**config.mk**
```make
export PLATFORM = sky130hd
export DESIGN_NAME = midi_note_scale_quantizer_flat
export DESIGN_NICKNAME = d
export VERILOG_FILES = /design/src/rtl/mnsq_pkg.sv /design/src/rtl/mnsq_ifs.sv /design/src/rtl/mnsq_cfg_regs.sv /design/src/rtl/midi_note_scale_quantizer.sv /design/src/flat_wrapper.sv
export SDC_FILE = /design/constraint.sdc
export NUM_CORES = 1
export LEC_CHECK = 0
export ABC_AREA = 0
export BUFFER_PORTS_ARGS = -buffer_cell sky130_fd_sc_hd__buf_2
export CAP_MARGIN = 25
export CORE_MARGIN = 4
export CORE_UTILIZATION = 55
export DETAILED_ROUTE_END_ITERATION = 10
export GPL_ROUTABILITY_DRIVEN = 0
export PLACE_DENSITY = 0.73
export RECOVER_POWER = 100
export SLEW_MARGIN = 20
export SYNTH_ARGS = -nofsm -noshare
export SYNTH_HDL_FRONTEND = slang
export SYNTH_SLANG_ARGS = --single-unit
```
**constraint.sdc**
```tcl
create_clock -name clk -period 5.33 [get_ports clk]
set_input_delay 0.2665 -clock clk [delete_from_list [all_inputs] [get_ports clk]]
set_output_delay 0.2665 -clock clk [all_outputs]
set_load 0.1 [all_outputs]
```
**src/rtl/mnsq_pkg.sv**
```systemverilog
// ----------------------------------------------------------------------------
// mnsq_pkg
// Shared types, constants and lookup functions for the MIDI note scale
// quantizer: scale patterns, register indexes and pitch-class helpers.
// ----------------------------------------------------------------------------
package mnsq_pkg;

  localparam int unsigned NOTE_W   = 7;
  localparam int unsigned STATUS_W = 8;
  localparam int unsigned PC_N     = 12;
  localparam int unsigned CFG_IDX_W  = 2;
  localparam int unsigned CFG_DATA_W = 7;

  localparam logic [NOTE_W-1:0] NOTE_MAX = 7'd127;

  // configuration register indexes
  localparam logic [CFG_IDX_W-1:0] CFG_SCALE_SELECT     = 2'd0;
  localparam logic [CFG_IDX_W-1:0] CFG_ROOT_NOTE        = 2'd1;
  localparam logic [CFG_IDX_W-1:0] CFG_TRANSPOSE_AMOUNT = 2'd2;

  // status high nibbles that are kept
  localparam logic [3:0] KIND_NOTE_OFF = 4'h8;
  localparam logic [3:0] KIND_NOTE_ON  = 4'h9;

  typedef logic [PC_N-1:0] pc_mask_t;

  // settings handed from the register block to the datapath
  typedef struct packed {
    pc_mask_t          member_mask;  // bit k set: pitch class k is in the scale
    logic [NOTE_W-1:0] transpose;
  } mnsq_cfg_t;

  // scale pattern relative to the root; bit j is scale degree j
  function automatic pc_mask_t scale_pattern(input logic [3:0] sel);
    pc_mask_t pat;
    case (sel)
      4'd0:    pat = 12'b1111_1111_1111;
      4'd1:    pat = 12'b1010_1011_0101;  // ionian
      4'd2:    pat = 12'b0110_1010_1101;  // dorian
      4'd3:    pat = 12'b0101_1010_1011;  // phrygian
      4'd4:    pat = 12'b1010_1101_0101;  // lydian
      4'd5:    pat = 12'b0110_1011_0101;  // mixolydian
      4'd6:    pat = 12'b0101_1010_1101;  // aeolian
      4'd7:    pat = 12'b0101_0110_1011;  // locrian
      4'd8:    pat = 12'b0000_1001_0001;  // triad I
      4'd9:    pat = 12'b0010_0010_0100;  // triad II
      4'd10:   pat = 12'b1000_1001_0000;  // triad III
      4'd11:   pat = 12'b0010_0010_0001;  // triad IV
      4'd12:   pat = 12'b1000_1000_0100;  // triad V
      4'd13:   pat = 12'b0010_0001_0001;  // triad VI
      4'd14:   pat = 12'b1000_0010_0100;  // triad VII
      default: pat = 12'b1111_1111_1111;  // unused code acts as chromatic
    endcase
    return pat;
  endfunction

  // pitch class of a note: n - 12 * floor(n * 43 / 512), exact over 0..127
  function automatic logic [3:0] note_pc(input logic [NOTE_W-1:0] note);
    logic [12:0] prod;
    logic [3:0]  oct;
    logic [NOTE_W-1:0] base;
    prod = {6'd0, note} * 13'd43;
    oct  = prod[12:9];
    base = NOTE_W'({3'd0, oct} * 7'd12);
    return 4'(note - base);
  endfunction

endpackage

```
**src/rtl/mnsq_ifs.sv**
```systemverilog
// ----------------------------------------------------------------------------
// mnsq_ifs
// Valid/ready channels of the quantizer: incoming MIDI message and
// quantized result.
// ----------------------------------------------------------------------------
interface mnsq_msg_in_if;
  logic       valid;
  logic       ready;
  logic [7:0] status_byte;
  logic [6:0] note_number;
  logic [6:0] velocity;

  modport source (output valid, output status_byte, output note_number,
                  output velocity, input ready);
  modport sink   (input valid, input status_byte, input note_number,
                  input velocity, output ready);
endinterface

interface mnsq_msg_out_if;
  logic       valid;
  logic       ready;
  logic [7:0] out_status;
  logic [6:0] out_note;
  logic [6:0] out_velocity;

  modport source (output valid, output out_status, output out_note,
                  output out_velocity, input ready);
  modport sink   (input valid, input out_status, input out_note,
                  input out_velocity, output ready);
endinterface

```
**src/rtl/mnsq_cfg_regs.sv**
```systemverilog
// ----------------------------------------------------------------------------
// mnsq_cfg_regs
// Configuration registers; turns scale select and root into a pitch-class
// membership mask for the datapath.
// ----------------------------------------------------------------------------
module mnsq_cfg_regs
  import mnsq_pkg::*;
(
  input  logic                  clk,
  input  logic                  rst_n,
  input  logic                  cfg_we,
  input  logic [CFG_IDX_W-1:0]  cfg_index,
  input  logic [CFG_DATA_W-1:0] cfg_data,
  output mnsq_cfg_t             cfg_o
);

  logic [3:0]        scale_sel_r;
  logic [3:0]        root_r;
  logic [NOTE_W-1:0] transpose_r;

  // register writes; indexes past the list are ignored
  always_ff @(posedge clk) begin
    if (!rst_n) begin
      scale_sel_r <= '0;
      root_r      <= '0;
      transpose_r <= '0;
    end else if (cfg_we) begin
      case (cfg_index)
        CFG_SCALE_SELECT:     scale_sel_r <= cfg_data[3:0];
        CFG_ROOT_NOTE:        root_r      <= cfg_data[3:0];
        CFG_TRANSPOSE_AMOUNT: transpose_r <= cfg_data;
        default: ;
      endcase
    end
  end

  // rotate the pattern up by the root, root taken modulo 12
  logic [3:0] root_mod;
  pc_mask_t   pat;
  pc_mask_t   mask;

  always_comb begin
    root_mod = (root_r >= 4'd12) ? root_r - 4'd12 : root_r;
    pat      = scale_pattern(scale_sel_r);
    for (int k = 0; k < PC_N; k++) begin
      logic [4:0] idx;
      idx = 5'(k) + 5'd12 - {1'b0, root_mod};
      if (idx >= 5'd12) idx = idx - 5'd12;
      mask[k] = pat[idx[3:0]];
    end
  end

  assign cfg_o.member_mask = mask;
  assign cfg_o.transpose   = transpose_r;

endmodule

```
**src/rtl/midi_note_scale_quantizer.sv**
```systemverilog
// ----------------------------------------------------------------------------
// midi_note_scale_quantizer
// Keeps note-on/note-off messages, snaps the note to the nearest scale note
// (upper wins a tie), adds the transpose and saturates at 127.
//
//   channel  dir  handshake     payload
//   in_ch    in   valid/ready   status_byte[8] note_number[7] velocity[7]
//   out_ch   out  valid/ready   out_status[8] out_note[7] out_velocity[7]
//   cfg_*    in   write enable  cfg_index[2] cfg_data[7]
//
// One message per cycle while the output is not stalled; a kept message passes
// through the four register stages (pitch class, candidate search, nearest
// pick, transpose and output register) before it is presented at the output.
// Other messages are taken and dropped at the first stage.
// Synchronous active-low reset clears all stage valid bits; data registers are not reset.
// A stalled output holds each full stage with no empty stage after it; empty stages keep filling.
// ----------------------------------------------------------------------------
module midi_note_scale_quantizer
  import mnsq_pkg::*;
(
  input  logic                  clk,
  input  logic                  rst_n,
  mnsq_msg_in_if.sink           in_ch,
  mnsq_msg_out_if.source        out_ch,
  input  logic                  cfg_we,
  input  logic [CFG_IDX_W-1:0]  cfg_index,
  input  logic [CFG_DATA_W-1:0] cfg_data
);

  mnsq_cfg_t cfg;

  mnsq_cfg_regs u_cfg (
    .clk       (clk),
    .rst_n     (rst_n),
    .cfg_we    (cfg_we),
    .cfg_index (cfg_index),
    .cfg_data  (cfg_data),
    .cfg_o     (cfg)
  );

  // stage advance enables, back from the output
  logic s1_valid_r, s2_valid_r, s3_valid_r, s4_valid_r;
  logic adv1, adv2, adv3, adv4;

  assign adv4 = !s4_valid_r || out_ch.ready;
  assign adv3 = !s3_valid_r || adv4;
  assign adv2 = !s2_valid_r || adv3;
  assign adv1 = !s1_valid_r || adv2;
  assign in_ch.ready = adv1;

  logic in_xfer;
  logic in_kept;
  assign in_xfer = in_ch.valid && in_ch.ready;
  assign in_kept = (in_ch.status_byte[7:4] == KIND_NOTE_OFF) ||
                   (in_ch.status_byte[7:4] == KIND_NOTE_ON);

  // stage 1: capture message and its pitch class
  logic [STATUS_W-1:0] s1_status_r;
  logic [NOTE_W-1:0]   s1_note_r, s1_vel_r;
  logic [3:0]          s1_pc_r;

  always_ff @(posedge clk) begin
    if (!rst_n) s1_valid_r <= 1'b0;
    else if (adv1) s1_valid_r <= in_xfer && in_kept;
  end

  always_ff @(posedge clk) begin
    if (adv1) begin
      s1_status_r <= in_ch.status_byte;
      s1_note_r   <= in_ch.note_number;
      s1_vel_r    <= in_ch.velocity;
      s1_pc_r     <= note_pc(in_ch.note_number);
    end
  end

  // stage 2: scale membership of the notes up to 11 steps above and below
  pc_mask_t up_ok_nxt, dn_ok_nxt;
  pc_mask_t up_ok_r, dn_ok_r;
  logic [STATUS_W-1:0] s2_status_r;
  logic [NOTE_W-1:0]   s2_note_r, s2_vel_r;

  always_comb begin
    for (int d = 0; d < PC_N; d++) begin
      logic [4:0] up_pc, dn_pc;
      up_pc = {1'b0, s1_pc_r} + 5'(d);
      if (up_pc >= 5'd12) up_pc = up_pc - 5'd12;
      dn_pc = {1'b0, s1_pc_r} + 5'd12 - 5'(d);
      if (dn_pc >= 5'd12) dn_pc = dn_pc - 5'd12;
      up_ok_nxt[d] = ({1'b0, s1_note_r} + 8'(d) <= {1'b0, NOTE_MAX}) &&
                     cfg.member_mask[up_pc[3:0]];
      dn_ok_nxt[d] = (s1_note_r >= NOTE_W'(d)) && cfg.member_mask[dn_pc[3:0]];
    end
  end

  always_ff @(posedge clk) begin
    if (!rst_n) s2_valid_r <= 1'b0;
    else if (adv2) s2_valid_r <= s1_valid_r;
  end

  always_ff @(posedge clk) begin
    if (adv2) begin
      up_ok_r     <= up_ok_nxt;
      dn_ok_r     <= dn_ok_nxt;
      s2_status_r <= s1_status_r;
      s2_note_r   <= s1_note_r;
      s2_vel_r    <= s1_vel_r;
    end
  end

  // stage 3: nearest candidate, upper first at equal distance
  logic [3:0]        pick_d;
  logic              pick_up;
  logic [NOTE_W-1:0] snap_nxt;
  logic [NOTE_W-1:0] s3_snap_r, s3_vel_r;
  logic [STATUS_W-1:0] s3_status_r;

  always_comb begin
    pick_d  = '0;
    pick_up = 1'b1;
    for (int d = PC_N - 1; d >= 0; d--) begin
      if (dn_ok_r[d]) begin
        pick_d  = 4'(d);
        pick_up = 1'b0;
      end
      if (up_ok_r[d]) begin
        pick_d  = 4'(d);
        pick_up = 1'b1;
      end
    end
    snap_nxt = pick_up ? s2_note_r + NOTE_W'(pick_d) : s2_note_r - NOTE_W'(pick_d);
  end

  always_ff @(posedge clk) begin
    if (!rst_n) s3_valid_r <= 1'b0;
    else if (adv3) s3_valid_r <= s2_valid_r;
  end

  always_ff @(posedge clk) begin
    if (adv3) begin
      s3_snap_r   <= snap_nxt;
      s3_status_r <= s2_status_r;
      s3_vel_r    <= s2_vel_r;
    end
  end

  // stage 4: transpose with saturation into the output register
  logic [NOTE_W:0]     sum;
  logic [NOTE_W-1:0]   note_nxt;
  logic [NOTE_W-1:0]   s4_note_r, s4_vel_r;
  logic [STATUS_W-1:0] s4_status_r;

  assign sum      = {1'b0, s3_snap_r} + {1'b0, cfg.transpose};
  assign note_nxt = (sum > {1'b0, NOTE_MAX}) ? NOTE_MAX : sum[NOTE_W-1:0];

  always_ff @(posedge clk) begin
    if (!rst_n) s4_valid_r <= 1'b0;
    else if (adv4) s4_valid_r <= s3_valid_r;
  end

  always_ff @(posedge clk) begin
    if (adv4) begin
      s4_note_r   <= note_nxt;
      s4_status_r <= s3_status_r;
      s4_vel_r    <= s3_vel_r;
    end
  end

  assign out_ch.valid        = s4_valid_r;
  assign out_ch.out_status   = s4_status_r;
  assign out_ch.out_note     = s4_note_r;
  assign out_ch.out_velocity = s4_vel_r;

  // a transfer of a message that is not a note message never enters the pipe
  a_drop_other: assert property (@(posedge clk) disable iff (!rst_n)
    (in_xfer && !in_kept) |=> !s1_valid_r)
    else $error("non-note message entered the pipeline");

  // every searched message has at least one scale note in reach
  a_candidate: assert property (@(posedge clk) disable iff (!rst_n)
    s2_valid_r |-> ((up_ok_r != '0) || (dn_ok_r != '0)))
    else $error("no scale candidate found");

  // only note messages leave the block
  a_out_kind: assert property (@(posedge clk) disable iff (!rst_n)
    out_ch.valid |-> (out_ch.out_status[7:5] == 3'b100))
    else $error("result with a non-note status");

  // a full stage 3 behind a stalled output is held
  a_hold_s3: assert property (@(posedge clk) disable iff (!rst_n)
    (s4_valid_r && !out_ch.ready && s3_valid_r) |=> (s3_valid_r && $stable(s3_snap_r)))
    else $error("stage 3 lost during a stall");

endmodule

```
**src/flat_wrapper.sv**
```systemverilog
// flat-port wrapper written by rule: the top's interface ports become plain ports
module midi_note_scale_quantizer_flat import mnsq_pkg::*;
  (clk, rst_n, cfg_we, cfg_index, cfg_data, in_ch_valid, in_ch_status_byte, in_ch_note_number, in_ch_velocity, in_ch_ready, out_ch_valid, out_ch_out_status, out_ch_out_note, out_ch_out_velocity, out_ch_ready);
  mnsq_msg_in_if in_ch_i ();
  mnsq_msg_out_if out_ch_i ();
  input  logic clk;
  input  logic rst_n;
  input  logic cfg_we;
  input  logic [CFG_IDX_W-1:0] cfg_index;
  input  logic [CFG_DATA_W-1:0] cfg_data;
  input wire logic [$bits(in_ch_i.valid)-1:0] in_ch_valid;
  input wire logic [$bits(in_ch_i.status_byte)-1:0] in_ch_status_byte;
  input wire logic [$bits(in_ch_i.note_number)-1:0] in_ch_note_number;
  input wire logic [$bits(in_ch_i.velocity)-1:0] in_ch_velocity;
  output wire logic [$bits(in_ch_i.ready)-1:0] in_ch_ready;
  output wire logic [$bits(out_ch_i.valid)-1:0] out_ch_valid;
  output wire logic [$bits(out_ch_i.out_status)-1:0] out_ch_out_status;
  output wire logic [$bits(out_ch_i.out_note)-1:0] out_ch_out_note;
  output wire logic [$bits(out_ch_i.out_velocity)-1:0] out_ch_out_velocity;
  input wire logic [$bits(out_ch_i.ready)-1:0] out_ch_ready;
  assign in_ch_i.valid = in_ch_valid;
  assign in_ch_i.status_byte = in_ch_status_byte;
  assign in_ch_i.note_number = in_ch_note_number;
  assign in_ch_i.velocity = in_ch_velocity;
  assign in_ch_ready = in_ch_i.ready;
  assign out_ch_valid = out_ch_i.valid;
  assign out_ch_out_status = out_ch_i.out_status;
  assign out_ch_out_note = out_ch_i.out_note;
  assign out_ch_out_velocity = out_ch_i.out_velocity;
  assign out_ch_i.ready = out_ch_ready;
  midi_note_scale_quantizer u_core (.clk(clk), .rst_n(rst_n), .in_ch(in_ch_i), .out_ch(out_ch_i), .cfg_we(cfg_we), .cfg_index(cfg_index), .cfg_data(cfg_data));
endmodule
```
==> results of run 1 <==
cells in the final DEF, fill, tap and decap left out, types with 6 or more instances in the layout:
| cell | synthesis | final |
|---|---|---|
| xor2_1 | 14 | 14 |
| nor2_1 | 66 | 66 |
| a21o_1 | 11 | 11 |
| and2_1 | 9 | 6 |
| nand3b_1 | 6 | 6 |
| mux2_2 | 8 | 8 |
| nor3_1 | 25 | 25 |
| mux2i_1 | 28 | 28 |
| nand2_1 | 89 | 89 |
| nand3_1 | 21 | 20 |
| buf_2 | 3 | 24 |
| mux4_2 | 12 | 12 |
| clkbuf_1 | 31 | 41 |
| dfxtp_1 | 31 | 31 |
| and3_1 | 9 | 9 |
| a211o_1 | 6 | 6 |
| xnor2_1 | 41 | 41 |
| o211ai_1 | 11 | 11 |
| edfxtp_1 | 114 | 114 |
| clkbuf_16 | 0 | 17 |
| inv_1 | 83 | 83 |
| o21bai_1 | 12 | 12 |
| a22oi_1 | 10 | 10 |
| nor2b_1 | 27 | 27 |
| nor4_1 | 13 | 13 |
| a211oi_1 | 15 | 15 |
| nand2b_1 | 17 | 17 |
| o21ai_0 | 50 | 51 |
| o21a_1 | 8 | 8 |
| a31oi_1 | 16 | 16 |
| o31ai_1 | 6 | 6 |
| fa_1 | 8 | 8 |
| buf_4 | 4 | 11 |
| a21oi_1 | 75 | 75 |
| ha_1 | 104 | 104 |
| o22ai_1 | 23 | 23 |
| a21boi_0 | 6 | 6 |
| a221oi_1 | 10 | 10 |
power by group through the flow:
stage | Combinational, mW | Clock, mW | Sequential, mW
2_1_floorplan | 2.41 | 0 | 1.91
3_3_place_gp | 3.30 | 0 | 1.69
3_5_place_dp | 3.35 | 0 | 1.70
4_1_cts | 3.40 | 1.23 | 1.68
5_1_grt | 3.80 | 1.29 | 1.70
6_report | 3.45 | 1.21 | 1.68
registers in the layout (all words and copies together) (netlist names), 4 cells and up:
| register | flops |
|---|---|
| u_core.u_cfg.root_r | 4 |
| u_core.s3_snap_r | 7 |
| u_core.out_ch.out_velocity | 7 |
| u_core.s2_status_r | 8 |
| u_core.out_ch.out_status | 8 |
| u_core.s2_vel_r | 7 |
| u_core.s1_pc_r | 4 |
| u_core.out_ch.out_note | 7 |
| u_core.u_cfg.transpose_r | 7 |
| u_core.u_cfg.pat | 12 |
| u_core.s1_vel_r | 7 |
| u_core.s3_vel_r | 7 |
| u_core.s3_status_r | 8 |
| u_core.s2_note_r | 7 |
| u_core.u_cfg.scale_sel_r | 4 |
| u_core.s1_note_r | 5 |
| u_core.s1_status_r | 8 |
| u_core.dn_ok_r | 12 |
| u_core.up_ok_r | 12 |
how the worst min path moves through the flow:
stage               slack, ns                             to  cells past startpoint                  start
floorplan                0.37            u_core.s1_note_r[2]                      0   in_ch_note_number[2]
detailed placement       0.40  u_core.out_ch.out_velocity[3]                      0     u_core.s3_vel_r[3]
global placement         0.40          u_core.s3_status_r[0]                      0  u_core.s2_status_r[0]
global route            0.004             u_core.s1_vel_r[5]                      1      in_ch_velocity[5]
finish                   0.03             u_core.s1_vel_r[5]                      1      in_ch_velocity[5]
CTS                      0.01             u_core.s1_vel_r[5]                      1      in_ch_velocity[5]
logic make-up (layout without fill, tap and decap cells):
| logic type | after synthesis | after routing | share of synthesized area [%] |
|---|---|---|---|
| simple gates | 313 | 313 | 14.3 |
| buf+inv | 135 | 193 | 5.18 |
| xor+xnor | 58 | 58 | 5.02 |
| mux | 50 | 50 | 6.29 |
| flops | 145 | 145 | 36.7 |
| fa+ha+maj | 112 | 112 | 13.3 |
| compound gates | 313 | 313 | 19.3 |
layout make-up:
| class | instances | area (um^2) | share of cell area, % |
|---|---|---|---|
| multi-input combinational | 846 | 6410 | 53.1 |
| sequential | 145 | 4040 | 33.5 |
| clock buffer | 17 | 425 | 3.53 |
| timing repair buffer | 76 | 357 | 2.96 |
| tap | 265 | 332 | 2.75 |
| inverter | 86 | 323 | 2.68 |
| clock inverter | 14 | 179 | 1.48 |
layer usage:
layer / vias up / routed length, um
met5: - / 0
met4: 0 / 798
met3: 59 / 1910
met2: 340 / 12200
met1: 4165 / 11100
li1: 4287 / -
stage by stage:
| stage | power [mW] | hold slack (ns) | cell area (um^2) | setup slack (ns) |
|---|---|---|---|---|
| final | 6.35 | 0.0265 | 12100 | 0.552 |
| after global routing | 6.80 | 0.00376 | 12100 | 0.131 |
| after CTS | 6.31 | 0.0108 | 12100 | 0.637 |
| after detailed placement | 5.05 | 0.405 | 11500 | 0.858 |
| after global placement | 4.99 | 0.400 | 11500 | 0.946 |
| after floorplan | 4.31 | 0.365 | 11000 | 1.38 |
Yosys cell counts, types with 5 or more instances:
cell,count,area share [%]
a211o_1,6,0.48
a211oi_1,15,1.0
a21boi_0,6,0.41
a21o_1,11,0.75
a21oi_1,75,3.4
a221oi_1,10,0.80
a22oi_1,10,0.68
a31oi_1,16,0.91
and2_1,9,0.51
and3_1,9,0.51
buf_1,5,0.17
buf_6,6,0.61
clkbuf_1,31,1.1
dfxtp_1,31,5.6
edfxtp_1,114,31
fa_1,8,1.5
ha_1,104,12
inv_1,83,2.8
mux2_2,8,0.82
mux2i_1,28,2.5
mux4_2,12,2.5
nand2_1,89,3.0
nand2b_1,17,0.97
nand3_1,21,0.95
nand3b_1,6,0.41
nand4_1,5,0.28
nor2_1,66,2.2
nor2b_1,27,1.5
nor3_1,25,1.1
nor4_1,13,0.74
o211ai_1,11,0.75
o21a_1,8,0.55
o21ai_0,50,2.3
o21bai_1,12,0.82
o22ai_1,23,1.3
o31ai_1,6,0.41
xnor2_1,41,3.3
xor2_1,14,1.1
worst max-delay path: cells and delay by family, from the launching register on:
family	cells	cell delay [ns]
DFF	1	0.34
adders and majority gates	2	0.60
AOI/OAI and AO/OA	9	2.34
and+or+nand+nor	1	0.22
muxes	1	0.46
buffers and inverters	4	0.59
==> insert_results.sql, run 1 <==
INSERT INTO impl_metrics (metric_group, metric, value, unit) VALUES
('yosys', 'synth_edf_count', '114', ''),
('worst_setup_path', 'timing.setup.critical_path_class', 'reg2reg', ''),
('routing', 'wirelength_per_cell', '18.0', 'um'),
('grt', 'antenna_violations_before_repair', '0', ''),
('cts', 'cts_sink_count', '145', ''),
('worst_setup_path', 'critical_path_cell_by_cell', 'inv_1 -> ha_1 -> buf_4 -> inv_1 -> o21ai_0 -> and2_0 -> inv_1 -> ha_1 -> a221oi_1 -> o21ai_0 -> a21oi_1 -> a22oi_1 -> o31ai_1 -> mux2_2 -> o22ai_1 -> o22a_1 -> a2111oi_1', ''),
('worst_setup_path', 'worstReg2RegStart', 'u_core.u_cfg.root_r[3]', ''),
('timing', 'achievable-frequency', '209', 'MHz'),
('yosys', 'ys_seq_area_share', '36.7', '%'),
('yosys', 'cell_area_after_synthesis', '11000', 'um^2'),
('timing', 'skew', '0.0131', 'ns'),
('yosys', 'postSynthAreaPerCell', '9.78', 'um^2'),
('worst_setup_path', 'start_kind', 'register', ''),
('place', 'dpl.cell_count', '1418', ''),
('pwr', 'power.leakage', '4.93', 'nW'),
('cts', 'clk-insertion-delay-late', '0.42', 'ns'),
('floorplan', 'placement_rows', '51', ''),
('cells_and_area', 'drive_gt1_share', '8.61', '%'),
('floorplan', 'die_h', '150', 'um'),
('worst_setup_path', 'crit_end', 'u_core.up_ok_r[2]', ''),
('worst_setup_path', 'dominant_cell_type_by_count_on_the_critical_path', 'inv_1', ''),
('cts', 'cts-htree-levels', '4', ''),
('worst_setup_path', 'cp_slowest_stage_delay', '0.49', 'ns'),
('yosys', 'ys.warnings.count', '0', ''),
('cts', 'clock_tree_from_tritoncts', 'done', ''),
('grt', 'global_route.usage.met2', '37.9', '%'),
('timing', 'count_of_pins_over_their_slew_limit', '84', ''),
('yosys', 'synth_cell_type_count', '89', ''),
('routing', 'via_count_normalized_by_instance_count', '6.11', ''),
('cells_and_area', 'antenna_cells', '0', ''),
('status', 'status', 'complete, but fails checks', ''),
('pwr', 'sequentialPowerShare', '26.5', '%'),
('yosys', 'ys_ff_latch', '145', ''),
('worst_setup_path', 'timing.rr.end', 'u_core.up_ok_r[2]', ''),
('timing', 'post-route-min-period', '4.78', 'ns'),
('place', 'detailed_place_hpwl', '18700', 'um'),
('cts', 'cts_max_path_buffers', '2', ''),
('worst_setup_path', 'reg2regPathDepth', '17', ''),
('grt', 'grt_usage', '23.5', '%'),
('pwr', 'cell_area_power_density', '526', 'nW/um^2'),
('run', 'drv_cap', '2', ''),
('routing', 'post-route-drc-count', '0', ''),
('floorplan', 'floorplan.initialDensity', '56.2', '%'),
('cells_and_area', 'finalNonFillerCells', '1449', ''),
('timing', 'timing_hold_violations_final', '0', ''),
('routing', 'via_count', '8851', ''),
('cts', 'clk_pin_slew_worst_paths', '0.06', 'ns'),
('timing', 'finalSetupViolCount', '0', ''),
('place', 'number_of_port_buffers', '59', ''),
('grt', 'use_met3', '4.72', '%'),
('floorplan', 'core_area', '19600', 'um^2'),
('grt', 'grt_max_degree', '48', ''),
('timing', 'setup_tns', '0', 'ns'),
('cells_and_area', 'design.final.nets', '1320', ''),
('floorplan', 'floorplan.io_pins', '60', ''),
('floorplan', 'die-area', '22400', 'um^2'),
('worst_setup_path', 'cp_data_required_time', '5.50', 'ns'),
('cts', 'tritoncts.num_buffers', '17', ''),
('cts', 'clock_root_buffer', 'clkbuf_16', ''),
('pwr', 'internal_power', '3.56', 'mW'),
('routing', 'drt.antenna.violating_nets', '0', ''),
('grt', 'grt_pass1_wl', '41800', 'um'),
('yosys', 'synthCells', '1126', ''),
('cells_and_area', 'area_growth_syn_to_layout', '9.53', '%'),
('routing', 'detailedRoute.firstPassIterationCount', '5', ''),
('cells_and_area', 'core_utilization_of_the_finished_layout', '61.6', '%'),
('timing', 'tightestPinTransition', '2.60', 'ns'),
('pwr', 'p_sw_share', '44.0', '%'),
('routing', 'post_detailed_routing_wire_length', '26000', 'um'),
('timing', 'rsz_0062_raised_after_global_routing', 'no', ''),
('status', 'violations_in_the_final_reports', 'max-capacitance violations, max-slew violations', '');
Note: power is estimated with default switching activity, not from simulation.
==> run 2, diff against run 1 <==
Settings changed: PLACE_DENSITY 0.73 to 0.82.
==> run 2 against run 1 <==
Effect of this change: clock skew rose by 0.011 ns; worst hold slack got worse by 0.021 ns; largest power group unchanged; the flow still finishes with violations (max-capacitance violations, max-slew violations); global-route usage rose by 0.66 points; clock power barely moved; critical endpoint unchanged.
==> insert_results.sql, run 2 (synthesized netlist as in run 1, its figures left out) <==
INSERT INTO impl_metrics (metric_group, metric, value, unit) VALUES
('worst_setup_path', 'timing.setup.critical_path_class', 'reg2reg', ''),
('timing', 'finalCritPeriodShare', '88.5', '%'),
('timing', 'post-route-min-period', '4.72', 'ns'),
('grt', 'via_count_of_the_first_global_routing_pass', '8433', ''),
('routing', 'detailedRoute.firstPassIterationCount', '6', ''),
('floorplan', 'floorplan.initialDensity', '56.2', '%'),
('cts', 'cts-htree-levels', '4', ''),
('cells_and_area', 'design.final.nets', '1319', ''),
('floorplan', 'die-area', '22400', 'um^2'),
('cells_and_area', 'fill_cells', '1523', ''),
('cells_and_area', 'mostFrequentLayoutCell', 'edfxtp_1', ''),
('worst_setup_path', 'critical_path.max_fanout', '20', ''),
('cts', 'clock_tree_from_tritoncts', 'done', ''),
('cells_and_area', 'drive_gt1_share', '8.45', '%'),
('timing', 'finalSetupViolCount', '0', ''),
('cts', 'clk-insertion-delay-late', '0.43', 'ns'),
('grt', 'grt_usage', '24.1', '%'),
('timing', 'setup_tns', '0', 'ns'),
('grt', 'grt_pass1_wl', '43200', 'um'),
('worst_setup_path', 'arrival', '4.94', 'ns'),
('routing', 'drt.antenna.violating_nets', '0', ''),
('cts', 'cts_post_setup_buffers_inserted', '0', ''),
('cts', 'cts_sink_count', '145', ''),
('pwr', 'ir_drop', '0.000304', 'V'),
('place', 'pre_cts_slack', '0.924', 'ns'),
('timing', 'slew-limit-headroom', '-72.3', '%'),
('floorplan', 'placement_rows', '51', ''),
('cts', 'tritoncts.num_buffers', '17', ''),
('cells_and_area', 'most_used_cells_in_the_layout_excluding_fill_and_tap_cells', '114 x edfxtp_1, 104 x ha_1, 89 x nand2_1', ''),
('floorplan', 'core_area', '19600', 'um^2'),
('pwr', 'power.leakage', '4.93', 'nW'),
('status', 'violations_in_the_final_reports', 'max-capacitance violations, max-slew violations', ''),
('worst_setup_path', 'cp_data_required_time', '5.55', 'ns'),
('timing', 'tightestPinTransition', '2.58', 'ns'),
('pwr', 'cell_area_power_density', '526', 'nW/um^2'),
('grt', 'antenna_violations_before_repair', '0', ''),
('routing', 'wirelength_per_cell', '18.8', 'um'),
('cells_and_area', 'post_route_cell_area', '12100', 'um^2'),
('grt', 'globalRouteOverflowTotal', '0', ''),
('pwr', 'total_power', '6.34', 'mW'),
('timing', 'rsz_0062_raised_after_global_routing', 'no', ''),
('worst_setup_path', 'start_kind', 'register', ''),
('place', 'number_of_port_buffers', '59', ''),
('cts', 'clk_pin_slew_worst_paths', '0.07', 'ns'),
('timing', 'fin_worst_hold_slack', '0.00522', 'ns'),
('routing', 'drtIter0Drc', '940', ''),
('grt', 'grt_max_degree', '48', ''),
('routing', 'post-route-drc-count', '0', ''),
('routing', 'post_detailed_routing_wire_length', '27300', 'um'),
('cells_and_area', 'area_growth_syn_to_layout', '9.47', '%'),
('place', 'detailed_place_hpwl', '18800', 'um'),
('cts', 'ctsResizeCount', '0', ''),
('place', 'post_dp_cell_area', '11500', 'um^2'),
('worst_setup_path', 'crit_path_end_kind', 'register', ''),
('timing', 'worst_slack', '0.613', 'ns'),
('min_path', 'hold_path.class', 'in2reg', ''),
('cts', 'cts_max_path_buffers', '2', ''),
('cells_and_area', 'antenna_cells', '0', ''),
('run', 'drv_cap', '2', ''),
('status', 'status', 'complete, but fails checks', ''),
('cts', 'cts_hold_buf', '0', ''),
('cts', 'clock_root_buffer', 'clkbuf_16', ''),
('floorplan', 'die_h', '150', 'um'),
('timing', 'timing_hold_violations_final', '0', ''),
('floorplan', 'floorplan.die.width', '150', 'um'),
('floorplan', 'floorplan.io_pins', '60', ''),
('timing', 'achievable-frequency', '212', 'MHz'),
('routing', 'via_count_normalized_by_instance_count', '6.24', ''),
('timing', 'skew', '0.0237', 'ns'),
('timing', 'count_of_pins_over_their_slew_limit', '74', ''),
('routing', 'via_count', '9045', '');
## run 2: worst paths after layout
path	endpoint	slack [ns]	startpoint	cells after the start
worst max register to register	u_core.up_ok_r[2]	0.61	u_core.u_cfg.root_r[3]	18
worst min register to register	u_core.s2_status_r[0]	0.42	u_core.s1_status_r[0]	0
worst min-delay path	u_core.s1_status_r[4]	0.005	in_ch_status_byte[4]	1
worst max-delay path	u_core.up_ok_r[2]	0.61	u_core.u_cfg.root_r[3]	18
## run 2: worst max-delay path: stages, from the launching register on
cell       delay [ns]
dfxtp_1          0.38
inv_1            0.08
ha_1             0.18
buf_4            0.21
ha_1             0.25
nor2b_1          0.16
o21ai_0          0.14
and2_0           0.23
inv_1            0.07
ha_1             0.18
a221oi_1         0.48
o21ai_0          0.21
a21oi_1          0.19
a22oi_1          0.13
o31ai_1          0.49
mux2_1           0.49
o22ai_1          0.16
o22a_1           0.23
a2111oi_1        0.26
## run 2: where the power goes
| group | internal, mW | switching (mW) | total, mW | leakage, nW |
|---|---|---|---|---|
| Clock | 0.713 | 0.518 | 1.23 | 0.304 |
| Combinational | 1.27 | 2.15 | 3.42 | 3.17 |
| Sequential | 1.53 | 0.160 | 1.69 | 1.45 |
## run 2: per-stage QoR
step / util [%] / instances
final: 61.6 / 1449
after global routing: 61.6 / 1449
after CTS: 61.9 / 1449
after detailed placement: 58.8 / 1417
after floorplan: - / 1126
after global placement: 58.8 / 1417
## run 2: cell type report
| class | count | area [um^2] | area share (%) |
|---|---|---|---|
| Inverter | 86 | 323 | 2.68 |
| Clock inverter | 15 | 188 | 1.56 |
| Clock buffer | 17 | 425 | 3.53 |
| Multi-Input combinational cell | 846 | 6400 | 53.1 |
| Tap cell | 265 | 332 | 2.75 |
| Sequential cell | 145 | 4040 | 33.5 |
| Timing Repair Buffer | 75 | 350 | 2.91 |
## run 2: routing by layer
metal | share of wire, % | wire, um | global-route usage, %
met1 | 41 | 11200 | 32.1
met2 | 48 | 13000 | 39.9
met3 | 8.3 | 2260 | 4.00
met4 | 2.8 | 774 | 8.79
met5 | 0 | 0 | 0
==> run 3, diff against run 2 <==
--- a/config.mk
+++ b/config.mk
@@ -11,7 +11,8 @@
 export CORE_MARGIN = 4
 export CORE_UTILIZATION = 55
+export CTS_CLUSTER_DIAMETER = 200
 export DETAILED_ROUTE_END_ITERATION = 10
 export GPL_ROUTABILITY_DRIVEN = 0
-export PLACE_DENSITY = 0.82
+export PLACE_DENSITY = 0.73
 export RECOVER_POWER = 100
 export SLEW_MARGIN = 20
==> constraint.sdc (replaced) <==
create_clock -name clk -period 5.33 [get_ports clk]
set_input_delay 0.7995 -clock clk [delete_from_list [all_inputs] [get_ports clk]]
set_output_delay 0.7995 -clock clk [all_outputs]
set_load 0.1 [all_outputs]
==> run 3 against run 2 <==
Effect of this change: the flow still finishes with violations (max-capacitance violations, max-slew violations); critical path depth fell by 1; flip-flop and latch count is the same; combinational power is essentially flat; first-iteration DRC count shrank 20%; highest routed layer unchanged; largest power group unchanged; cell area shrank 0.16%; register-to-register slack hardly changed; core utilization is 0.096 points lower.
==> insert_results.sql, run 3 (synthesized netlist as in run 1, its figures left out) <==
INSERT INTO impl_metrics (metric_group, metric, value, unit) VALUES
('timing', 'achievable-frequency', '212', 'MHz'),
('floorplan', 'core_area', '19600', 'um^2'),
('worst_setup_path', 'timing.rr.end', 'u_core.up_ok_r[2]', ''),
('routing', 'via_count_normalized_by_instance_count', '6.05', ''),
('routing', 'post_detailed_routing_wire_length', '25700', 'um'),
('cells_and_area', 'fill_cells', '1647', ''),
('pwr', 'p_sw_share', '44.6', '%'),
('routing', 'post-route-drc-count', '0', ''),
('status', 'status', 'complete, but fails checks', ''),
('place', 'number_of_port_buffers', '59', ''),
('worst_setup_path', 'crit_path_end_kind', 'register', ''),
('pwr', 'part_of_the_power_in_the_clock_network', '18.2', '%'),
('grt', 'globalRouteOverflowTotal', '0', ''),
('routing', 'm1WireLength', '11500', 'um'),
('place', 'detailed_place_hpwl', '18300', 'um'),
('worst_setup_path', 'critical_path.max_fanout', '12', ''),
('floorplan', 'floorplan.initialDensity', '56.2', '%'),
('min_path', 'hold_depth', '0', ''),
('cells_and_area', 'antenna_cells', '0', ''),
('routing', 'via_count', '8791', ''),
('pwr', 'net-switching-power', '2.79', 'mW'),
('cts', 'clock_tree_from_tritoncts', 'done', ''),
('worst_setup_path', 'reg2regPathDepth', '17', ''),
('worst_setup_path', 'timing.setup.critical_path_class', 'reg2reg', ''),
('cts', 'cts_hold_buf', '0', ''),
('worst_setup_path', 'crit_start', 'u_core.u_cfg.root_r[3]', ''),
('worst_setup_path', 'worstReg2RegStart', 'u_core.u_cfg.root_r[3]', ''),
('cells_and_area', 'most_used_cells_in_the_layout_excluding_fill_and_tap_cells', '114 x edfxtp_1, 104 x ha_1, 89 x nand2_1', ''),
('pwr', 'ir_drop', '0.000442', 'V'),
('floorplan', 'die_h', '150', 'um'),
('routing', 'routed.top_layer', 'met4', ''),
('floorplan', 'placement_rows', '51', ''),
('pwr', 'power.leakage', '4.92', 'nW'),
('pwr', 'sequentialPowerShare', '26.9', '%'),
('timing', 'fin_worst_hold_slack', '0.413', 'ns'),
('pwr', 'internal_power', '3.47', 'mW'),
('min_path', 'hold-path-endpoint', 'u_core.s3_status_r[6]', ''),
('min_path', 'hold_path.class', 'reg2reg', ''),
('timing', 'post-route-min-period', '4.72', 'ns'),
('cts', 'clk_pin_slew_worst_paths', '0.06', 'ns'),
('pwr', 'cell_area_power_density', '519', 'nW/um^2'),
('cts', 'cts_max_path_buffers', '2', ''),
('floorplan', 'floorplan.die.width', '150', 'um'),
('timing', 'setup_tns', '0', 'ns'),
('floorplan', 'die-area', '22400', 'um^2'),
('worst_setup_path', 'timing.reg2reg.setup_slack', '0.61', 'ns'),
('timing', 'rsz_0062_raised_after_global_routing', 'no', ''),
('status', 'violations_in_the_final_reports', 'max-capacitance violations, max-slew violations', ''),
('timing', 'tightestPinTransition', '1.71', 'ns'),
('cells_and_area', 'area_growth_syn_to_layout', '9.30', '%'),
('cts', 'ctsResizeCount', '0', ''),
('min_path', 'min-delay-start', 'u_core.s2_status_r[6]', ''),
('worst_setup_path', 'arrival', '4.89', 'ns'),
('cells_and_area', 'mostFrequentLayoutCell', 'edfxtp_1', ''),
('routing', 'wirelength_per_cell', '17.7', 'um'),
('timing', 'finalSetupViolCount', '0', ''),
('cts', 'clock_root_buffer', 'clkbuf_16', ''),
('cts', 'cts_post_setup_buffers_inserted', '0', ''),
('routing', 'routed_length_on_met3', '1760', 'um'),
('timing', 'slew-limit-headroom', '-14.3', '%'),
('timing', 'timing_hold_violations_final', '0', ''),
('grt', 'grt_pass1_wl', '41600', 'um'),
('floorplan', 'floorplan.io_pins', '60', ''),
('pwr', 'combinationalPowerShare', '54.8', '%'),
('timing', 'finalCritPeriodShare', '88.5', '%'),
('grt', 'antenna_violations_before_repair', '0', ''),
('timing', 'skew', '0.0145', 'ns'),
('grt', 'grt_max_degree', '36', ''),
('grt', 'grt_usage', '23.1', '%'),
('cts', 'cts_sink_count', '145', ''),
('cts', 'clk-insertion-delay-late', '0.42', 'ns'),
('routing', 'drtIter0Drc', '751', ''),
('cells_and_area', 'design.final.nets', '1322', ''),
('routing', 'drt.antenna.violating_nets', '0', ''),
('timing', 'count_of_pins_over_their_slew_limit', '69', ''),
('cts', 'cts-htree-levels', '4', ''),
('grt', 'via_count_of_the_first_global_routing_pass', '8143', ''),
('cts', 'tritoncts.num_buffers', '17', ''),
('run', 'drv_cap', '2', ''),
('cells_and_area', 'drive_gt1_share', '8.51', '%'),
('worst_setup_path', 'cp_data_required_time', '5.51', 'ns'),
('routing', 'detailedRoute.firstPassIterationCount', '5', ''),
('routing', 'met2_length', '11800', 'um'),
('worst_setup_path', 'start_kind', 'register', '');
run 3: worst max-delay path by stage:
stage | depth (start not counted) | slack, ns | end
global route | 17 | 0.24 | u_core.up_ok_r[2]
global placement | 19 | 0.59 | u_core.s1_pc_r[3]
floorplan | 18 | 0.87 | u_core.s1_pc_r[3]
CTS | 17 | 0.80 | u_core.up_ok_r[2]
detailed placement | 19 | 0.49 | u_core.s1_pc_r[3]
finish | 17 | 0.61 | u_core.up_ok_r[2]
run 3: metal layers:
layer | global-route usage, % | vias to the layer above
met2 | 37.1 | 326
met5 | 0 | -
met1 | 32.2 | 4136
met4 | 7.09 | 0
met3 | 4.09 | 45
li1 | - | 4284
run 3: area by class of cell:
cell class | count | area (um^2) | area share [%]
clock inverter | 15 | 151 | 1.26
tap | 265 | 332 | 2.75
sequential | 145 | 4040 | 33.6
timing repair buffer | 78 | 370 | 3.08
inverter | 86 | 323 | 2.68
multi-input combinational | 846 | 6390 | 53.1
clock buffer | 17 | 425 | 3.53
run 3: power groups by stage:
stage / combinational, mW / sequential, mW / clock (mW)
finish: 3.43 / 1.69 / 1.14
global route: 3.80 / 1.71 / 1.21
CTS: 3.40 / 1.68 / 1.16
detailed placement: 3.37 / 1.70 / 0
global placement: 3.31 / 1.69 / 0
floorplan: 2.41 / 1.91 / 0
run 3: metrics by stage:
stage	total power [mW]	util (%)	instance area, um^2	worst slack (ns)	instances
final	6.25	61.5	12000	0.615	1452
after CTS	6.24	61.9	12100	0.802	1452
after global routing	6.72	61.5	12000	0.239	1452
after global placement	5.01	58.9	11500	0.591	1419
after floorplan	4.31	-	11000	0.866	1126
after detailed placement	5.07	59.0	11600	0.487	1420
run 3: critical path, cell delays in order (launching register included):
cell and delay, ns:
dfxtp_1 0.39, inv_1 0.08, ha_1 0.21, ha_1 0.26
nor2b_1 0.17, o21ai_0 0.19, and2_0 0.23, inv_1 0.07
ha_1 0.18, a221oi_1 0.43, o21ai_0 0.20, o211ai_1 0.16
a22oi_1 0.14, o31ai_1 0.59, mux2_2 0.45, o22ai_1 0.14
o22a_1 0.23, a2111oi_1 0.34
